==> config.mk <==
export PLATFORM = sky130hd
export DESIGN_NAME = alfid_scan
export DESIGN_NICKNAME = d
export VERILOG_FILES = /design/src/sv/alfid_pkg.sv /design/src/sv/alfid_scan.sv
export SDC_FILE = /design/constraint.sdc
export NUM_CORES = 1
export LEC_CHECK = 0
export BUFFER_PORTS_ARGS = -buffer_cell sky130_fd_sc_hd__buf_2
export CAP_MARGIN = 20
export CORE_AREA = 2 2 209 211
export CTS_BUF_LIST = sky130_fd_sc_hd__clkbuf_4 sky130_fd_sc_hd__clkbuf_8
export CTS_CLUSTER_SIZE = 30
export DETAILED_ROUTE_END_ITERATION = 6
export DIE_AREA = 0 0 211 213
export PLACE_DENSITY = 0.43
export SLEW_MARGIN = 20
export SYNTH_ARGS = -nofsm -noshare
export SYNTH_HDL_FRONTEND = slang
export SYNTH_SLANG_ARGS = --single-unit
==> constraint.sdc <==
create_clock -name clk -period 4.59 [get_ports clk]
set_clock_uncertainty 0.1 [all_clocks]
set_input_delay 1.1475 -clock clk [delete_from_list [all_inputs] [get_ports clk]]
set_output_delay 1.1475 -clock clk [all_outputs]
set_load 0.02 [all_outputs]
==> src/sv/alfid_pkg.sv <==
// Package with the shared types, codes and sizes of the array list block.
package alfid_pkg;

    // List capacity and the widths that follow from it.
    localparam int DEPTH  = 512;
    localparam int IDX_W  = (DEPTH > 2) ? $clog2(DEPTH) : 1;
    localparam int CNT_W  = $clog2(DEPTH + 1);
    localparam int POS_W  = 9;
    localparam int FIDX_W = 9;
    localparam int CNTO_W = 10;
    localparam int DATA_W = 32;
    localparam int WIDE_W = ((CNT_W > POS_W) ? CNT_W : POS_W) + 1;

    // Match bits are scanned this many at a time.
    localparam int GRP        = 8;
    localparam int NUM_GROUPS = (DEPTH + GRP - 1) / GRP;
    localparam int GIDX_W     = (NUM_GROUPS > 1) ? $clog2(NUM_GROUPS) : 1;

    // Operation codes carried by an input item.
    typedef enum logic [1:0] {
        OP_FIND   = 2'd0,
        OP_INSERT = 2'd1,
        OP_DELETE = 2'd2,
        OP_NOP    = 2'd3
    } opcode_t;

    // Status codes carried by a result item.
    typedef enum logic [1:0] {
        ST_OK       = 2'd0,
        ST_FULL     = 2'd1,
        ST_BADPOS   = 2'd2,
        ST_NOTFOUND = 2'd3
    } status_t;

    // Command broadcast to every cell.
    typedef enum logic [1:0] {
        CELL_HOLD   = 2'd0,
        CELL_INSERT = 2'd1,
        CELL_DELETE = 2'd2,
        CELL_MATCH  = 2'd3
    } cell_op_t;

    // Control states of the top level.
    typedef enum logic {
        S_IDLE = 1'b0,
        S_SCAN = 1'b1
    } state_t;

    typedef struct packed {
        logic [1:0]               opcode;
        logic signed [DATA_W-1:0] value;
        logic [POS_W-1:0]         position;
    } in_item_t;

    typedef struct packed {
        logic [1:0]        status;
        logic [FIDX_W-1:0] found_index;
        logic [CNTO_W-1:0] element_count;
    } out_item_t;

    typedef struct packed {
        cell_op_t                 op;
        logic [WIDE_W-1:0]        pos;
        logic [WIDE_W-1:0]        cnt;
        logic signed [DATA_W-1:0] value;
    } cell_cmd_t;

    typedef struct packed {
        logic start;
        logic take;
    } scan_ctl_t;

    typedef struct packed {
        logic             done;
        logic             hit;
        logic [IDX_W-1:0] index;
    } scan_res_t;

endpackage

==> src/sv/alfid_scan.sv <==
// Walks the registered match bits one group per cycle to find the first hit.
module alfid_scan (
    input  logic                               clk,
    input  logic                               rst_n,
    input  alfid_pkg::scan_ctl_t               ctl,
    input  logic [alfid_pkg::DEPTH-1:0]        match,
    input  logic [alfid_pkg::CNT_W-1:0]        count,
    output alfid_pkg::scan_res_t               res
);
    import alfid_pkg::*;

    localparam int PAD_W  = NUM_GROUPS * GRP;
    localparam int GSEL_W = $clog2(GRP);
    localparam int CMP_W  = ((GIDX_W + GSEL_W + 1 > CNT_W) ? GIDX_W + GSEL_W + 1 : CNT_W);

    logic                  active_reg, active_next;
    logic [GIDX_W-1:0]     grp_reg, grp_next;
    logic [PAD_W-1:0]      match_pad;
    logic [GRP-1:0]        slice;
    logic [GSEL_W-1:0]     enc;
    logic                  any_hit;
    logic                  last_grp;
    logic [CMP_W-1:0]      next_base;

    assign match_pad = PAD_W'(match);
    assign slice     = match_pad[grp_reg*GRP +: GRP];

    // Lowest set bit of the current group.
    always_comb
    begin
        enc     = '0;
        any_hit = 1'b0;
        for (int k = GRP - 1; k >= 0; k--)
        begin
            if (slice[k])
            begin
                enc     = GSEL_W'(k);
                any_hit = 1'b1;
            end
        end
    end

    // The scan ends at the last group or once the next group lies past the count.
    assign next_base = {CMP_W'(grp_reg) + CMP_W'(1)} << GSEL_W;
    assign last_grp  = (grp_reg == GIDX_W'(NUM_GROUPS - 1)) ||
                       (next_base >= CMP_W'(count));

    assign res.done  = active_reg && (any_hit || last_grp);
    assign res.hit   = any_hit;
    assign res.index = IDX_W'({grp_reg, enc});

    // Group counter: restart on a new find, advance until done.
    always_comb
    begin
        active_next = active_reg;
        grp_next    = grp_reg;
        priority if (ctl.start)
        begin
            active_next = 1'b1;
            grp_next    = '0;
        end
        else if (ctl.take)
        begin
            active_next = 1'b0;
        end
        else if (active_reg && !res.done)
        begin
            grp_next = grp_reg + GIDX_W'(1);
        end
        else
        begin
            grp_next = grp_reg;
        end
    end

    always_ff @(posedge clk or negedge rst_n)
    begin
        if (!rst_n)
        begin
            active_reg <= 1'b0;
            grp_reg    <= '0;
        end
        else
        begin
            active_reg <= active_next;
            grp_reg    <= grp_next;
        end
    end

endmodule

==> results.py <==
metrics = {
    "outcome": {
        "outcome": "complete, but fails checks",
        "violations": "setup timing",
    },
    "yosys": {
        "ys_ff_latch": 7,
        "syn_inst": 583,
        "synth_top_flop_cell": "dfrtp_1",
        "synth_top_area_share_pct": 37.3,
        "netlist_top_cells_area": "mux2i_1, mux4_2, a22oi_1",
        "synth_edf_count": 0,
        "syn_nets": 1117,
        "ys_types": 46,
        "synth.avg_cell_area_sq_um": 8.69,
        "yosysSeqAreaShare_pct": 3.46,
        "synth_top_area_cell": "mux2i_1",
        "yosysWarnings": 0,
        "synth_area_sq_mm": 0.00507,
        "async_flop_share_pct": 100,
    },
    "global_routing": {
        "grt_pass1_wl_microns": 46300,
        "overflow": 0,
        "grt_pass1_vias": 7218,
        "grt_max_degree": 35,
        "grt_antenna_before_repair": 3,
        "grt_use_total_pct": 14.2,
    },
    "pwr": {
        "p_switching_uw": 176,
        "pwr-share-clk_pct": 17.3,
        "p_int_uw": 368,
        "p_leak_nw": 3.75,
        "cellPowerDensity_mw_per_mm2": 61.0,
        "switching_share_pct": 32.3,
        "pwr-share-seq_pct": 11.6,
        "vdd_ir_drop_max_v": 0.0000722,
        "comb_power_share_pct": 71.1,
    },
    "sta": {
        "finalCriticalPeriod_ns": 4.66,
        "holdWs_ns": 0.412,
        "setup_ws_ns": -0.0704,
        "rsz0062_at_grt": "true",
        "worst_pin_slew_ns": 0.639,
        "fin_crit_sh_pct": 102,
        "slew_viol_final": 0,
        "setup_viol": 1,
        "fmax_mhz": 215,
        "hold_viol": 0,
        "slew_headroom_pct": 57.2,
    },
    "place": {
        "port_buffers": 536,
        "gp_congestion": 0.797,
        "dpl.hpwl_microns": 29600,
        "placed_cells": 1667,
        "placed_cell_area_sq_mm": 0.00873,
    },
    "die": {
        "die_y_microns": 213,
        "die_w_microns": 211,
        "ios": 537,
        "die_area_sq_mm": 0.0449,
        "rows": 76,
        "start_util_pct": 11.9,
        "coreArea_sq_mm": 0.0427,
    },
    "min_path": {
        "hold_class": "reg -> reg",
    },
    "flow_run": {
        "drv_cap": 0,
    },
    "clock_network": {
        "cts_tree": "built",
        "root_buffer": "clkbuf_8",
        "cts_max_level": 1,
        "cts_sinks": 7,
        "path_clk_slew_ns": 0.04,
        "cts-buffers-inserted": 3,
        "cts_buffer_depth": 2,
        "clk_latency_ns": 0.23,
    },
    "final_layout": {
        "nets": 1663,
        "largest_register_ffs": 6,
        "syn2layout_area_growth_pct": 75.9,
        "multiInputGateArea_sq_mm": 0.00461,
        "drive_above_1_share_pct": 58.7,
        "final_cells": 1675,
        "nFillCells": 4800,
        "design_area_sq_mm": 0.00891,
        "regArea_sq_um": 180,
    },
    "critical_path": {
        "setup.worst_path.class": "in -> out",
        "critPathMaxFanout": 2,
        "start_kind": "input port",
        "end_kind": "primary output",
        "worstPathArrival_ns": 3.41,
        "cp.required_ns": 3.34,
    },
    "drt": {
        "dr.first_iter.drc_count": 326,
        "vias": 7045,
        "firstDrtPassIters": 4,
        "wirelength_microns": 34200,
        "drc": 0,
        "wl_per_cell_microns": 20.4,
        "drtAntennaViolNets": 0,
        "vias_per_cell": 4.21,
    },
}
==> per-layer routing <==
layer  track usage [%]  part of all wire, %
met1              17.3                   41
met2              27.5                   53
met5                 0                    0
met4              1.51                 0.79
met3              1.38                  5.3
==> worst paths after layout <==
check                           slack, ns  startpoint  depth (start not counted)         end
min in group asynchronous            0.65       rst_n                          1  active_reg
worst max register to register       1.01  grp_reg[0]                         11  grp_reg[4]
worst max-delay path                -0.07  match[424]                          9     res[10]
max in group asynchronous            3.55       rst_n                          1  grp_reg[2]
worst min-delay path                 0.41  active_reg                          2  active_reg
worst min register to register       0.41  active_reg                          2  active_reg
==> worst max-delay path, cell delays in order <==
cell and delay [ns]:
buf_2 0.11, mux4_2 0.47, and3_1 0.20, a211o_1 0.26, and4b_1 0.31, nand4_4 0.11, nand4bb_4 0.25, o41a_1 0.40
buf_6 0.14
==> cell usage after synthesis, types with 5 or more instances <==
master / number
mux2i_1: 189
buf_2: 24
a21oi_1: 16
mux4_2: 34
a22oi_1: 88
nor2_1: 11
dfrtp_1: 7
buf_1: 5
clkbuf_1: 22
nand3_1: 56
buf_6: 7
ha_1: 8
inv_1: 9
nand4_1: 11
buf_4: 6
nor2b_1: 6
nand2_1: 22
==> final cells by class <==
| type | count | area share (%) |
|---|---|---|
| Multi-Input combinational cell | 503 | 51.7 |
| Timing Repair Buffer | 605 | 37.6 |
| Tap cell | 546 | 7.67 |
| Sequential cell | 7 | 2.02 |
| Clock buffer | 4 | 0.548 |
| Inverter | 9 | 0.379 |
| Antenna cell | 1 | 0.0281 |
==> what timing repair did <==
action                     4_1_cts  5_1_grt
setup endpoints to repair        4        3
hold buffers                     0        0
setup buffers                    2        0
gates cloned                     1        0
pin swaps                        2        6
gates resized for setup          9        6
==> layout by cell type (no fill, tap or decap), types with 2 or more instances in the layout <==
cell      count
and4b_1       4
mux2_2        2
o211ai_1      3
mux2i_1     188
a22o_1        2
and3b_1       2
o21ai_0       2
ha_1          8
buf_6         3
o21a_1        2
and3_1        4
nand2_1      22
nor4b_1       2
a21oi_1      16
xnor2_1       3
nand4_1      11
nor2b_1       4
dfrtp_1       5
a211o_1       2
and4_1        3
clkbuf_8      3
buf_4        61
buf_12        7
nor2b_4       2
a22oi_1      88
inv_1         9
nand2b_1      4
nand3_1      56
or4_1         4
buf_2       532
mux4_2       34
o31ai_1       4
nor3b_2       2
nor2_1       10
==> power by group through the flow <==
stage | logic [mW] | registers, mW | clock network [mW]
floorplan | 0.112 | 0.0637 | 0
global placement | 0.384 | 0.0638 | 0
detailed placement | 0.386 | 0.0638 | 0
CTS | 0.392 | 0.0629 | 0.0972
global route | 0.427 | 0.0629 | 0.101
finish | 0.387 | 0.0629 | 0.0941
==> kinds of logic (layout without fill, tap and decap cells) <==
family	after synthesis	count (layout)	synth area share, %
other	0	1	0
AOI/OAI and AO/OA	122	122	17.3
and+or+nand+nor	144	144	16.2
xor gates and xnor gates	4	4	0.691
buffers and inverters	73	618	7.48
muxes	225	225	52.9
DFF	7	7	3.46
adders and majority gates	8	8	1.98
==> per-stage QoR <==
step | total power [mW] | setup slack [ns] | utilization (%) | TNS [ns]
floorplan | 0.175 | 0.0833 | - | 0
global placement | 0.447 | -0.393 | 20.4 | -0.760
detailed placement | 0.450 | -0.384 | 20.4 | -0.666
CTS | 0.552 | -0.165 | 20.8 | -0.165
global route | 0.591 | -0.171 | 20.9 | -0.171
finish | 0.544 | -0.0704 | 20.9 | -0.0704
Power figures use the tool's default switching activity.
